**src/pgr_pkg.sv**
```systemverilog
// Package for the pointer gesture recognizer: gesture and mode codes,
// register indexes, field widths and reset values. No dependencies.
package pgr_pkg;

    localparam int COORD_BITS_DEF = 16;

    localparam int MODE_W  = 3;
    localparam int BTN_W   = 3;
    localparam int GEST_W  = 4;
    localparam int MDRAG_W = 8;
    localparam int LONG_W  = 16;
    localparam int MOT_W   = 10;
    localparam int CFG_IDX_W  = 2;
    localparam int CFG_DATA_W = 16;

    // Result queue between front and back
    localparam int Q_DEPTH = 4;
    localparam int Q_PTR_W = 2;
    localparam int Q_CNT_W = 3;

    // Configuration register indexes
    localparam logic [CFG_IDX_W-1:0] CFG_MIN_DRAG    = 2'd0;
    localparam logic [CFG_IDX_W-1:0] CFG_LONG_TICKS  = 2'd1;
    localparam logic [CFG_IDX_W-1:0] CFG_MOTION_TICKS = 2'd2;

    localparam logic [MDRAG_W-1:0] MIN_DRAG_RST     = 8'd5;
    localparam logic [LONG_W-1:0]  LONG_TICKS_RST   = 16'd1000;
    localparam logic [MOT_W-1:0]   MOTION_TICKS_RST = 10'd30;

    // Input modes
    localparam logic [MODE_W-1:0] MODE_PRESS   = 3'd0;
    localparam logic [MODE_W-1:0] MODE_RELEASE = 3'd1;
    localparam logic [MODE_W-1:0] MODE_MOVE    = 3'd2;
    localparam logic [MODE_W-1:0] MODE_TICK    = 3'd3;
    localparam logic [MODE_W-1:0] MODE_SCROLL  = 3'd4;

    // Buttons
    localparam logic [BTN_W-1:0] BTN_LEFT   = 3'd1;
    localparam logic [BTN_W-1:0] BTN_MIDDLE = 3'd2;
    localparam logic [BTN_W-1:0] BTN_RIGHT  = 3'd3;

    // Gesture codes
    localparam logic [GEST_W-1:0] G_SHORT       = 4'd0;
    localparam logic [GEST_W-1:0] G_LONG        = 4'd1;
    localparam logic [GEST_W-1:0] G_MIDDLE      = 4'd2;
    localparam logic [GEST_W-1:0] G_RIGHT       = 4'd3;
    localparam logic [GEST_W-1:0] G_PRESSED     = 4'd4;
    localparam logic [GEST_W-1:0] G_RELEASED    = 4'd5;
    localparam logic [GEST_W-1:0] G_DRAG_START  = 4'd6;
    localparam logic [GEST_W-1:0] G_MOTION      = 4'd7;
    localparam logic [GEST_W-1:0] G_DRAG_END    = 4'd8;
    localparam logic [GEST_W-1:0] G_SCROLL_UP   = 4'd9;
    localparam logic [GEST_W-1:0] G_SCROLL_DOWN = 4'd10;

    // Push request from front to queue
    typedef struct packed {
        logic push_one;
        logic push_two;
    } t_push;

endpackage

```
**src/pgr_front.sv**
```systemverilog
// Front end: configuration registers, gesture state and classification
// of each input transaction into up to two events. Depends on pgr_pkg.
module pgr_front #(
    parameter int COORD_BITS = pgr_pkg::COORD_BITS_DEF
) (
    input  logic                                i_clk,
    input  logic                                i_rst_n,
    input  logic                                i_cfg_we,
    input  logic [pgr_pkg::CFG_IDX_W-1:0]       i_cfg_idx,
    input  logic [pgr_pkg::CFG_DATA_W-1:0]      i_cfg_wdata,
    input  logic                                i_valid,
    input  logic [pgr_pkg::MODE_W-1:0]          i_mode,
    input  logic signed [pgr_pkg::BTN_W-1:0]    i_button,
    input  logic signed [COORD_BITS-1:0]        i_pos_x,
    input  logic signed [COORD_BITS-1:0]        i_pos_y,
    input  logic                                i_press_claimed,
    input  logic                                i_room,
    output pgr_pkg::t_push                      o_push,
    output logic [2*COORD_BITS+pgr_pkg::GEST_W:0] o_evt0,
    output logic [2*COORD_BITS+pgr_pkg::GEST_W:0] o_evt1
);
    localparam int GW = pgr_pkg::GEST_W;
    localparam int LW = pgr_pkg::LONG_W;
    localparam int MW = pgr_pkg::MOT_W;

    logic [pgr_pkg::MDRAG_W-1:0] r_min_drag;
    logic [LW-1:0]               r_long_ticks;
    logic [MW-1:0]               r_motion_ticks;

    logic r_held, r_blocked, r_drag, r_mot_on, r_long_on;
    logic n_held, n_blocked, n_drag, n_mot_on, n_long_on;
    logic [LW-1:0] r_long_cnt, n_long_cnt;
    logic [MW-1:0] r_mot_cnt, n_mot_cnt;
    logic [COORD_BITS-1:0] r_sx, r_sy, n_sx, n_sy;

    logic          accept;
    logic [GW-1:0] g0, g1;
    logic [COORD_BITS-1:0] x0, y0, x1, y1;
    logic          two, any;

    logic signed [COORD_BITS:0] dx_s, dy_s;
    logic [COORD_BITS:0]        dx_a, dy_a, mdrag_ext;
    logic                       moved_far;
    logic [LW:0]                long_next;
    logic [MW:0]                mot_next;
    logic                       long_fire, mot_fire;

    assign accept = i_valid && i_room;

    // Per-axis distance from the latched press point
    assign dx_s = {i_pos_x[COORD_BITS-1], i_pos_x} - {r_sx[COORD_BITS-1], r_sx};
    assign dy_s = {i_pos_y[COORD_BITS-1], i_pos_y} - {r_sy[COORD_BITS-1], r_sy};
    assign dx_a = dx_s[COORD_BITS] ? (~dx_s + 1'b1) : dx_s;
    assign dy_a = dy_s[COORD_BITS] ? (~dy_s + 1'b1) : dy_s;
    assign mdrag_ext = {{(COORD_BITS + 1 - pgr_pkg::MDRAG_W){1'b0}}, r_min_drag};
    assign moved_far = (dx_a > mdrag_ext) || (dy_a > mdrag_ext);

    // Timers; a period of zero fires on the first tick
    assign long_next = {1'b0, r_long_cnt} + 1'b1;
    assign mot_next  = {1'b0, r_mot_cnt} + 1'b1;
    assign long_fire = r_long_on && (long_next >= {1'b0, r_long_ticks});
    assign mot_fire  = r_mot_on && (mot_next >= {1'b0, r_motion_ticks});

    always_comb begin
        n_held     = r_held;
        n_blocked  = r_blocked;
        n_drag     = r_drag;
        n_mot_on   = r_mot_on;
        n_long_on  = r_long_on;
        n_long_cnt = r_long_cnt;
        n_mot_cnt  = r_mot_cnt;
        n_sx       = r_sx;
        n_sy       = r_sy;
        g0  = pgr_pkg::G_RELEASED;
        g1  = pgr_pkg::G_RELEASED;
        x0  = i_pos_x;
        y0  = i_pos_y;
        x1  = i_pos_x;
        y1  = i_pos_y;
        any = 1'b0;
        two = 1'b0;
        case (i_mode)
            pgr_pkg::MODE_PRESS: begin
                n_sx      = i_pos_x;
                n_sy      = i_pos_y;
                g0        = pgr_pkg::G_PRESSED;
                any       = 1'b1;
                n_blocked = i_press_claimed;
                n_held    = 1'b1;
                if (i_button == pgr_pkg::BTN_LEFT) begin
                    n_long_on  = 1'b1;
                    n_long_cnt = '0;
                end
            end
            pgr_pkg::MODE_RELEASE: begin
                any = 1'b1;
                // RELEASED goes last; a drag end or click may precede it
                if (r_drag) begin
                    n_mot_on = 1'b0;
                    n_drag   = 1'b0;
                    n_held   = 1'b0;
                    g0       = pgr_pkg::G_DRAG_END;
                    two      = 1'b1;
                end else if (r_held) begin
                    n_long_on = 1'b0;
                    n_held    = 1'b0;
                    if (i_button == pgr_pkg::BTN_LEFT) begin
                        g0  = pgr_pkg::G_SHORT;
                        two = 1'b1;
                    end else if (i_button == pgr_pkg::BTN_MIDDLE) begin
                        g0  = pgr_pkg::G_MIDDLE;
                        two = 1'b1;
                    end else if (i_button == pgr_pkg::BTN_RIGHT) begin
                        g0  = pgr_pkg::G_RIGHT;
                        two = 1'b1;
                    end
                end
            end
            pgr_pkg::MODE_MOVE: begin
                if (r_blocked || (!r_held && !r_drag)) begin
                    n_drag = r_drag;
                end else if (!r_drag) begin
                    if (moved_far) begin
                        n_long_on = 1'b0;
                        g0        = pgr_pkg::G_DRAG_START;
                        x0        = r_sx;
                        y0        = r_sy;
                        any       = 1'b1;
                        n_sx      = i_pos_x;
                        n_sy      = i_pos_y;
                        n_mot_on  = 1'b1;
                        n_mot_cnt = '0;
                        n_drag    = 1'b1;
                    end
                end else begin
                    n_sx = i_pos_x;
                    n_sy = i_pos_y;
                    if (!r_mot_on) begin
                        n_mot_on  = 1'b1;
                        n_mot_cnt = '0;
                    end
                end
            end
            pgr_pkg::MODE_TICK: begin
                x0 = r_sx;
                y0 = r_sy;
                x1 = r_sx;
                y1 = r_sy;
                if (r_long_on) begin
                    if (long_fire) begin
                        n_long_on  = 1'b0;
                        n_long_cnt = '0;
                        n_held     = 1'b0;
                    end else begin
                        n_long_cnt = long_next[LW-1:0];
                    end
                end
                if (r_mot_on) begin
                    if (mot_fire) begin
                        n_mot_on  = 1'b0;
                        n_mot_cnt = '0;
                    end else begin
                        n_mot_cnt = mot_next[MW-1:0];
                    end
                end
                // Long click ahead of drag motion when both are due
                any = long_fire || mot_fire;
                two = long_fire && mot_fire;
                g0  = long_fire ? pgr_pkg::G_LONG : pgr_pkg::G_MOTION;
                g1  = pgr_pkg::G_MOTION;
            end
            pgr_pkg::MODE_SCROLL: begin
                x0  = '0;
                y0  = '0;
                any = (i_button != '0);
                g0  = i_button[pgr_pkg::BTN_W-1] ? pgr_pkg::G_SCROLL_DOWN
                                                 : pgr_pkg::G_SCROLL_UP;
            end
            default: begin
                any = 1'b0;
            end
        endcase
    end

    assign o_push.push_one = accept && any && !two;
    assign o_push.push_two = accept && two;
    assign o_evt0 = {g0, x0, y0, !two};
    assign o_evt1 = {g1, x1, y1, 1'b1};

    always_ff @(posedge i_clk) begin
        if (!i_rst_n) begin
            r_min_drag     <= pgr_pkg::MIN_DRAG_RST;
            r_long_ticks   <= pgr_pkg::LONG_TICKS_RST;
            r_motion_ticks <= pgr_pkg::MOTION_TICKS_RST;
        end else if (i_cfg_we) begin
            case (i_cfg_idx)
                pgr_pkg::CFG_MIN_DRAG:
                    r_min_drag <= i_cfg_wdata[pgr_pkg::MDRAG_W-1:0];
                pgr_pkg::CFG_LONG_TICKS:
                    r_long_ticks <= i_cfg_wdata[LW-1:0];
                pgr_pkg::CFG_MOTION_TICKS:
                    r_motion_ticks <= i_cfg_wdata[MW-1:0];
                default: begin
                    r_min_drag <= r_min_drag;
                end
            endcase
        end
    end

    always_ff @(posedge i_clk) begin
        if (!i_rst_n) begin
            r_held     <= 1'b0;
            r_blocked  <= 1'b0;
            r_drag     <= 1'b0;
            r_mot_on   <= 1'b0;
            r_long_on  <= 1'b0;
            r_long_cnt <= '0;
            r_mot_cnt  <= '0;
            r_sx       <= '0;
            r_sy       <= '0;
        end else if (accept) begin
            r_held     <= n_held;
            r_blocked  <= n_blocked;
            r_drag     <= n_drag;
            r_mot_on   <= n_mot_on;
            r_long_on  <= n_long_on;
            r_long_cnt <= n_long_cnt;
            r_mot_cnt  <= n_mot_cnt;
            r_sx       <= n_sx;
            r_sy       <= n_sy;
        end
    end

endmodule

```
**src/pgr_queue.sv**
```systemverilog
// Event queue between front and back: up to two pushes, one pop per cycle.
// Depends on pgr_pkg.
module pgr_queue #(
    parameter int COORD_BITS = pgr_pkg::COORD_BITS_DEF
) (
    input  logic                                  i_clk,
    input  logic                                  i_rst_n,
    input  pgr_pkg::t_push                        i_push,
    input  logic [2*COORD_BITS+pgr_pkg::GEST_W:0] i_evt0,
    input  logic [2*COORD_BITS+pgr_pkg::GEST_W:0] i_evt1,
    input  logic                                  i_pop,
    output logic                                  o_room,
    output logic                                  o_not_empty,
    output logic [2*COORD_BITS+pgr_pkg::GEST_W:0] o_head
);
    localparam int EW = 2 * COORD_BITS + pgr_pkg::GEST_W + 1;
    localparam int PW = pgr_pkg::Q_PTR_W;
    localparam int CW = pgr_pkg::Q_CNT_W;

    logic [EW-1:0] r_mem [pgr_pkg::Q_DEPTH];
    logic [PW-1:0] r_wp, r_rp;
    logic [CW-1:0] r_cnt, n_cnt;
    logic [PW-1:0] wp_plus1;

    assign wp_plus1    = r_wp + 1'b1;
    // Room for a worst-case pair of events
    assign o_room      = (r_cnt <= CW'(pgr_pkg::Q_DEPTH - 2));
    assign o_not_empty = (r_cnt != '0);
    assign o_head      = r_mem[r_rp];

    always_comb begin
        n_cnt = r_cnt;
        if (i_push.push_two) begin
            n_cnt = n_cnt + CW'(2);
        end else if (i_push.push_one) begin
            n_cnt = n_cnt + CW'(1);
        end
        if (i_pop) begin
            n_cnt = n_cnt - CW'(1);
        end
    end

    always_ff @(posedge i_clk) begin
        if (i_push.push_one || i_push.push_two) begin
            r_mem[r_wp] <= i_evt0;
        end
        if (i_push.push_two) begin
            r_mem[wp_plus1] <= i_evt1;
        end
    end

    always_ff @(posedge i_clk) begin
        if (!i_rst_n) begin
            r_wp  <= '0;
            r_rp  <= '0;
            r_cnt <= '0;
        end else begin
            r_cnt <= n_cnt;
            if (i_push.push_two) begin
                r_wp <= r_wp + PW'(2);
            end else if (i_push.push_one) begin
                r_wp <= wp_plus1;
            end
            if (i_pop) begin
                r_rp <= r_rp + 1'b1;
            end
        end
    end

endmodule

```
**src/pgr_back.sv**
```systemverilog
// Back end: output register that presents one event per transaction and
// refills from the queue head. Depends on pgr_pkg.
module pgr_back #(
    parameter int COORD_BITS = pgr_pkg::COORD_BITS_DEF
) (
    input  logic                                  i_clk,
    input  logic                                  i_rst_n,
    input  logic                                  i_not_empty,
    input  logic [2*COORD_BITS+pgr_pkg::GEST_W:0] i_head,
    output logic                                  o_pop,
    input  logic                                  i_stall,
    output logic                                  o_valid,
    output logic [pgr_pkg::GEST_W-1:0]            o_gesture,
    output logic signed [COORD_BITS-1:0]          o_at_x,
    output logic signed [COORD_BITS-1:0]          o_at_y,
    output logic                                  o_last_of_run
);
    localparam int EW = 2 * COORD_BITS + pgr_pkg::GEST_W + 1;

    logic          r_valid;
    logic [EW-1:0] r_data;

    assign o_pop = i_not_empty && (!r_valid || !i_stall);

    always_ff @(posedge i_clk) begin
        if (!i_rst_n) begin
            r_valid <= 1'b0;
        end else if (!r_valid || !i_stall) begin
            r_valid <= i_not_empty;
        end
    end

    always_ff @(posedge i_clk) begin
        if (o_pop) begin
            r_data <= i_head;
        end
    end

    assign o_valid       = r_valid;
    assign o_gesture     = r_data[EW-1 -: pgr_pkg::GEST_W];
    assign o_at_x        = r_data[2*COORD_BITS -: COORD_BITS];
    assign o_at_y        = r_data[COORD_BITS -: COORD_BITS];
    assign o_last_of_run = r_data[0];

endmodule

```
**src/pointer_gesture_recognizer_unit.sv**
```systemverilog
// Pointer gesture recognizer, top level. Order: an accepted transaction's
// events are written into the queue, then loaded one by one into the output register.
// Throughput: one input transaction per cycle while the queue has room for two
// events; the output side moves one event per cycle while i_out_stall is low.
// Reset (synchronous, active low) clears gesture state, queue and output valid,
// and loads register defaults min_drag 5, long 1000 ticks, motion 30 ticks.
module pointer_gesture_recognizer_unit #(
    parameter int COORD_BITS = pgr_pkg::COORD_BITS_DEF
) (
    input  logic                               i_clk,
    input  logic                               i_rst_n,
    // Configuration writes
    input  logic                               i_cfg_we,
    input  logic [pgr_pkg::CFG_IDX_W-1:0]      i_cfg_idx,
    input  logic [pgr_pkg::CFG_DATA_W-1:0]     i_cfg_wdata,
    // Pointer input channel
    input  logic                               i_in_valid,
    output logic                               o_in_stall,
    input  logic [pgr_pkg::MODE_W-1:0]         i_mode,
    input  logic signed [pgr_pkg::BTN_W-1:0]   i_button,
    input  logic signed [COORD_BITS-1:0]       i_pos_x,
    input  logic signed [COORD_BITS-1:0]       i_pos_y,
    input  logic                               i_press_claimed,
    // Gesture event channel
    output logic                               o_out_valid,
    input  logic                               i_out_stall,
    output logic [pgr_pkg::GEST_W-1:0]         o_gesture,
    output logic signed [COORD_BITS-1:0]       o_at_x,
    output logic signed [COORD_BITS-1:0]       o_at_y,
    output logic                               o_last_of_run
);
    localparam int EW = 2 * COORD_BITS + pgr_pkg::GEST_W + 1;

    pgr_pkg::t_push push;
    logic [EW-1:0]  evt0, evt1, head;
    logic           room, not_empty, pop;

    // Input is taken whenever the queue can absorb a full pair of events;
    // the stall does not look at the output side directly.
    assign o_in_stall = !room;

    // Front: registers, state, classification into up to two events
    pgr_front #(.COORD_BITS(COORD_BITS)) u_front (
        .i_clk           (i_clk),
        .i_rst_n         (i_rst_n),
        .i_cfg_we        (i_cfg_we),
        .i_cfg_idx       (i_cfg_idx),
        .i_cfg_wdata     (i_cfg_wdata),
        .i_valid         (i_in_valid),
        .i_mode          (i_mode),
        .i_button        (i_button),
        .i_pos_x         (i_pos_x),
        .i_pos_y         (i_pos_y),
        .i_press_claimed (i_press_claimed),
        .i_room          (room),
        .o_push          (push),
        .o_evt0          (evt0),
        .o_evt1          (evt1)
    );

    // Four-entry event queue decoupling front and back
    pgr_queue #(.COORD_BITS(COORD_BITS)) u_queue (
        .i_clk       (i_clk),
        .i_rst_n     (i_rst_n),
        .i_push      (push),
        .i_evt0      (evt0),
        .i_evt1      (evt1),
        .i_pop       (pop),
        .o_room      (room),
        .o_not_empty (not_empty),
        .o_head      (head)
    );

    // Back: output register, one event per transaction
    pgr_back #(.COORD_BITS(COORD_BITS)) u_back (
        .i_clk         (i_clk),
        .i_rst_n       (i_rst_n),
        .i_not_empty   (not_empty),
        .i_head        (head),
        .o_pop         (pop),
        .i_stall       (i_out_stall),
        .o_valid       (o_out_valid),
        .o_gesture     (o_gesture),
        .o_at_x        (o_at_x),
        .o_at_y        (o_at_y),
        .o_last_of_run (o_last_of_run)
    );

endmodule
```
**config.mk**
```make
export PLATFORM = sky130hd
export DESIGN_NAME = pointer_gesture_recognizer_unit
export DESIGN_NICKNAME = d
export VERILOG_FILES = /design/src/pgr_pkg.sv /design/src/pgr_front.sv /design/src/pgr_queue.sv /design/src/pgr_back.sv /design/src/pointer_gesture_recognizer_unit.sv
export SDC_FILE = /design/constraint.sdc
export NUM_CORES = 1
export LEC_CHECK = 0
export ABC_AREA = 1
export BUFFER_PORTS_ARGS = -buffer_cell sky130_fd_sc_hd__buf_2
export CAP_MARGIN = 0
export CELL_PAD_IN_SITES_DETAIL_PLACEMENT = 0
export CELL_PAD_IN_SITES_GLOBAL_PLACEMENT = 1
export CORE_MARGIN = 3
export CORE_UTILIZATION = 35
export CTS_CLUSTER_SIZE = 30
export DETAILED_ROUTE_END_ITERATION = 10
export PLACE_DENSITY_LB_ADDON = 0.1
export RECOVER_POWER = 25
export SLEW_MARGIN = 25
export SYNTH_ARGS = -nofsm -noshare
export SYNTH_HDL_FRONTEND = slang
export SYNTH_SLANG_ARGS = --single-unit
```
**constraint.sdc**
```tcl
create_clock -name i_clk -period 6.7 [get_ports i_clk]
set_input_delay 1.34 -clock i_clk [delete_from_list [all_inputs] [get_ports i_clk]]
set_output_delay 1.34 -clock i_clk [all_outputs]
set_load 0.02 [all_outputs]
```
==> metrics.csv, run 1 <==
metric,value,unit
Final Skew,0.0281,ns
CP endpoint kind,register,
outcome,"finished, violations left",
global-route wire length before repair,83700,microns
Crit-path slowest cell,a22oi_1,
Layout area overhead,13.4,%
Avg Inst Size Synth,8.03,sq um
Lkg Pwr,8.14,nW
mean number of vias per cell,5.14,
worst reg2reg path endpoint,u_queue.r_mem[3][1],
Clock Path Buffers,3,
Total Wirelength,53400,microns
initial core utilization,0.358,
Die Wd,231,microns
drt pass-1 iters,5,
met2 usage,0.332,
Reg2Reg Launch Point,u_front.r_sx[0],
Top Usage Layer GRT,met2,
Worst R2R Path Depth,36,
"commonest non-fill, non-tap cell in the layout",nand2_1,
failing checks,"max-capacitance violations, max-slew violations",
Synth cell types,53,
# DRC,0,
RSZ-0062 raised after global routing,false,
TNS Setup,0,ns
final worst path period share,0.879,
Worst Hold Endpoint,u_front.r_motion_ticks[7],
pin count of the biggest net entering global routing,83,
GR Layer Usage met1,0.272,
via count,15269,
CTS Sinks,290,
"most used cell, CP",nand2_1,
Slew @ Worst Pin,3.64,ns
Synth Net Count,2352,
Final nets,2433,
worst-skew pair later-pin latency,0.55,ns
I/O pins,101,
GRT Residual Overflow,0,
post-CTS setup buffer count,0,
die area,53200,sq um
CP Data Arrival Time,6.15,ns
Final Hold Viols,0,
worst-path fanout max,32,
Post-synth EDFFs,169,
critical path class,in2reg,
initial antenna violation count,1,
GRT Resource Usage Total,0.197,
worst IR drop on VDD,0.191,mV
Reg2Reg Setup Slack,1.52,ns
Yosys reg bits,290,
Final Util,0.406,
fraction of layout cells with a size suffix above 1,0.112,
initial DRC count,1122,
buffers added on ports,100,
CP required,6.97,ns
Synth Cell Area,17700,sq um
total clock buffers created by CTS,36,
total core area,49400,sq um
Syn Inst Count,2200,
CTS tree,built,
hold path startpoint,u_front.r_motion_ticks[7],
startpoint types,input pin,
post-route antenna net violation count,0,
antenna cells,0,
Hold WC Path Type,reg2reg,
Die Y-Extent,231,microns
hold-fix buffers at CTS,0,
GR Util met3,0.0270,
FMAX,170,MHz
clk slew on worst S/H paths,0.06,ns
DP HPWL,39200,microns
most frequent cells in the layout,"431 x nand2_1, 272 x inv_1, 192 x nor2_1",
post-route minimum period,5.89,ns
Slew HR,-1.43,
asr flop ratio synth,0,
# setup viols final,0,
"Top FF cell, synth",edfxtp_1,
number of global-route vias before repair,14583,
cell row count,81,
Max stage delay on crit path,0.48,ns
Final Max Tran Viols,193,
CTS resizes,0,
YS warnings,0,
post-synthesis sequential area ratio,0.424,
htree depth,2,
DR WL/cell,17.9,microns
pwr dens,311,nW/um^2
max_cap viols,3,
Hold Crit Depth,2,
Placer Congestion,0.817,
Clock Tree Root,clkbuf_16,
==> layer usage <==
layer / share of wire / up-vias
li1: - / 7735
met1: 0.47 / 7155
met2: 0.47 / 333
met3: 0.049 / 46
met4: 0.013 / 0
met5: 0 / -
==> stage by stage <==
| stage | hold WS [ns] | instance area (sq um) | power [W] | setup WS, ns | cells |
|---|---|---|---|---|---|
| finish | 0.462 | 20000 | 0.00624 | 0.811 | 2973 |
| detailed placement | 0.458 | 18900 | 0.00442 | 0.254 | 2907 |
| global placement | 0.453 | 18900 | 0.00441 | 0.260 | 2907 |
| CTS | 0.467 | 20100 | 0.00632 | 0.829 | 2973 |
| global route | 0.483 | 20000 | 0.00664 | 0.236 | 2973 |
| floorplan | 0.433 | 17700 | 0.00377 | 0.711 | 2200 |
==> Yosys cell counts (3+ instances only) <==
cell type	instances	area, sq um
inv_1	273	1020
nand3_2	4	40.0
nand3b_1	10	75.1
and2_1	3	18.8
o21bai_1	3	22.5
o22ai_1	163	1020
a211oi_1	3	22.5
ha_1	88	1100
nor2_2	10	62.6
clkbuf_1	47	176
nor4_1	6	37.5
o211ai_1	18	135
o22a_1	4	35.0
edfxtp_1	169	5070
nand2_4	6	67.6
nand4_1	29	181
inv_2	8	30.0
a21oi_1	126	631
buf_4	14	105
xnor2_1	4	35.0
buf_1	3	11.3
nand2_2	15	93.8
a31oi_1	4	25.0
nor2_1	193	724
o22ai_2	6	75.1
nor2_4	3	33.8
nor3_1	17	85.1
buf_6	18	203
a22oi_2	30	375
xor2_1	32	280
nand2_1	431	1620
dfxtp_1	121	2420
nand3_1	110	551
o21ai_0	187	936
buf_2	15	75.1
==> sequential cells by signal (all words and copies together), names as in the netlist, 2 cells and up <==
| register | cells |
|---|---|
| u_queue.r_mem | 148 |
| u_back.r_data | 37 |
| u_front.r_long_cnt | 16 |
| u_front.r_long_ticks | 16 |
| u_front.r_sx | 16 |
| u_front.r_sy | 16 |
| u_front.r_mot_cnt | 10 |
| u_front.r_motion_ticks | 10 |
| u_front.r_min_drag | 8 |
| u_queue.r_cnt | 3 |
| u_queue.r_rp | 2 |
| u_queue.r_wp | 2 |
==> area by class of cell <==
cell class,count,area [sq um]
clock buffer,46,968
clock inverter,20,164
fill,5130,29300
inverter,282,1060
multi-input combinational,1531,8550
sequential,290,7500
tap,664,831
timing repair buffer,140,962
==> critical path, delay by kind of cell <==
kind / cells / cell delay [ns]
and+or+nand+nor: 23 / 1.98
AOI/OAI and AO/OA: 4 / 0.91
adders and majority gates: 3 / 0.96
xor gates and xnor gates: 1 / 0.16
buffers and inverters: 7 / 0.77
==> worst max-delay path by stage <==
| stage | startpoint | slack (ns) | end |
|---|---|---|---|
| after floorplan | i_pos_y[0] | 0.71 | u_queue.r_mem[0][10] |
| after global placement | i_pos_x[0] | 0.26 | u_queue.r_mem[1][1] |
| after detailed placement | i_pos_x[0] | 0.25 | u_queue.r_mem[3][1] |
| after CTS | i_pos_x[0] | 0.83 | u_queue.r_mem[2][1] |
| after global routing | i_pos_y[0] | 0.24 | u_queue.r_cnt[1] |
| final | i_pos_x[0] | 0.81 | u_queue.r_mem[3][1] |
==> where the power goes <==
| group | switching (W) | total [W] | internal [W] |
|---|---|---|---|
| Sequential | 0.0000904 | 0.00230 | 0.00221 |
| Clock | 0.000805 | 0.00188 | 0.00107 |
| Combinational | 0.00143 | 0.00205 | 0.000623 |
==> logic make-up after synthesis <==
kind of cell | Yosys count | synth area share
fa+ha+maj | 90 | 0.0646
buf+inv | 379 | 0.0922
compound gates | 562 | 0.193
xor+xnor | 36 | 0.0178
flops | 290 | 0.424
simple gates | 843 | 0.208
(Power assumes the default switching activity.)
==> run 2: changes to the inputs <==
--- a/config.mk
+++ b/config.mk
@@ -11,7 +11,7 @@
 export CELL_PAD_IN_SITES_DETAIL_PLACEMENT = 0
 export CELL_PAD_IN_SITES_GLOBAL_PLACEMENT = 1
 export CORE_MARGIN = 3
-export CORE_UTILIZATION = 35
+export CORE_UTILIZATION = 45
 export CTS_CLUSTER_SIZE = 30
 export DETAILED_ROUTE_END_ITERATION = 10
 export PLACE_DENSITY_LB_ADDON = 0.1
==> run 2 against run 1 <==
Net effect: the flow still finishes with violations (max-capacitance violations, max-slew violations); first-iteration DRC count is 4.0% higher; critical endpoint is now u_queue.r_cnt[1]; via count barely moved; sequential share of layout area is 0.76 points higher; worst hold slack got worse by 0.00053 ns; final cell count is 5.6% lower; die area decreased by 22%; combinational power barely moved; cell area fell by 2.0%; clock skew shrank 0.0031 ns; clock power rose by 3%; clock-buffer cell count fell by 1; worst setup slack gained 0.0032 ns.
==> metrics.csv, run 2 (synthesized netlist as in run 1, its figures left out) <==
metric,value,unit
Die Y-Extent,204,microns
largest registers,"u_queue.r_mem (148), u_back.r_data (37)",
GR Layer Usage met1,0.334,
Hold WC Path Type,reg2reg,
"most used cell, CP",nand2_1,
RSZ-0062 raised after global routing,false,
Placer Congestion,0.843,
worst-path fanout max,10,
CTS resizes,0,
total clock buffers created by CTS,35,
cell family with most CP delay,simple AND/OR/NAND/NOR gates,
CTS Sinks,290,
Final Skew,0.0250,ns
htree depth,2,
pwr dens,318,nW/um^2
TNS Setup,0,ns
max_cap viols,4,
max reg flops,148,
DR WL/cell,17.7,microns
GRT Residual Overflow,0,
CP endpoint kind,register,
final worst path period share,0.878,
via count,15280,
initial core utilization,0.463,
Slew HR,-1.24,
Layout fillers,3802,
CP required,7.17,ns
Crit-path slowest cell,fa_1,
Clock Path Buffers,3,
clk slew on worst S/H paths,0.06,ns
cell row count,71,
met2 usage,0.381,
Reg area,7500,sq um
I/O pins,101,
drt pass-1 iters,5,
Clock Tree Root,clkbuf_16,
critical path class,in2reg,
multi-input logic area,8560,sq um
most frequent cells in the layout,"431 x nand2_1, 272 x inv_1, 192 x nor2_1",
"Buf+Inv Stages, Crit Path",8,
Largest Register,u_queue.r_mem,
post-route antenna net violation count,0,
initial antenna violation count,4,
GR Util met3,0.0298,
Total Wirelength,49600,microns
Slew @ Worst Pin,3.35,ns
Final nets,2417,
CTS tree,built,
post-CTS setup buffer count,0,
post-route minimum period,5.89,ns
global-route wire length before repair,78500,microns
outcome,"finished, violations left",
"commonest non-fill, non-tap cell in the layout",nand2_1,
worst IR drop on VDD,0.193,mV
die area,41700,sq um
final instance area,19600,sq um
startpoint types,input pin,
GRT Resource Usage Total,0.236,
worst-skew pair later-pin latency,0.56,ns
# DRC,0,
hold-fix buffers at CTS,0,
Final Hold Viols,0,
fraction of layout cells with a size suffix above 1,0.111,
DP HPWL,34800,microns
Top Usage Layer GRT,met2,
Die Wd,204,microns
failing checks,"max-capacitance violations, max-slew violations",
pin count of the biggest net entering global routing,83,
initial DRC count,1167,
number of global-route vias before repair,14397,
Max stage delay on crit path,0.39,ns
# setup viols final,0,
Layout area overhead,11.1,%
CP Data Arrival Time,6.35,ns
buffers added on ports,100,
total core area,38200,sq um
Final Max Tran Viols,201,
area post-placement,18500,sq um
Lkg Pwr,8.05,nW
mean number of vias per cell,5.44,
FMAX,170,MHz
run 2: cell types whose count changed in the layout (fill, tap and decap cells not counted), moves of 4 or more:
cell / change
diode_2: +4
clkbuf_1: -6
buf_2: +8
buf_4: -5
buf_12: -11
clkinv_1: -5
run 2: path summary, 6_finish.rpt:
| path | slack, ns | cells after the start | from | to |
|---|---|---|---|---|
| max | 0.81 | 44 | i_pos_y[0] | u_queue.r_cnt[1] |
| min | 0.46 | 2 | u_front.r_long_ticks[15] | u_front.r_long_ticks[15] |
| max reg2reg | 1.49 | 42 | u_front.r_sy[0] | u_queue.r_cnt[1] |
| min reg2reg | 0.46 | 2 | u_front.r_long_ticks[15] | u_front.r_long_ticks[15] |
run 2: tightest hold or removal path, cell delays in order (launching register included):
cell and delay (ns):
dfxtp_1 0.29, inv_1 0.06, a21oi_1 0.06
run 2: area by class of cell:
class,count,share of cell area
Antenna cell,4,0.000510
Clock buffer,45,0.0475
Clock inverter,19,0.0114
Inverter,282,0.0539
Multi-Input combinational cell,1531,0.436
Sequential cell,290,0.382
Tap cell,511,0.0326
Timing Repair Buffer,125,0.0366
run 2: report_power, final:
part / switching [W] / internal, W / leakage, nW
sequential: 0.0000872 / 0.00222 / 2.57
combinational: 0.00140 / 0.000612 / 4.92
clock: 0.000808 / 0.00112 / 0.558
run 2: per-stage QoR:
step / cells / utilization / power, W / worst slack (ns) / hold WS (ns)
after floorplan: 2200 / - / 0.00377 / 0.711 / 0.433
after global placement: 2739 / 0.484 / 0.00434 / 0.376 / 0.452
after detailed placement: 2739 / 0.484 / 0.00436 / 0.299 / 0.456
after CTS: 2803 / 0.515 / 0.00630 / 0.884 / 0.465
after global routing: 2807 / 0.514 / 0.00664 / 0.240 / 0.488
final: 2807 / 0.514 / 0.00625 / 0.814 / 0.462
run 2: per-layer routing:
metal | wire (microns) | vias to the layer above
li1 | - | 7721
met4 | 916 | 0
met3 | 2890 | 55
met5 | 0 | -
met1 | 23300 | 7084
met2 | 22500 | 420
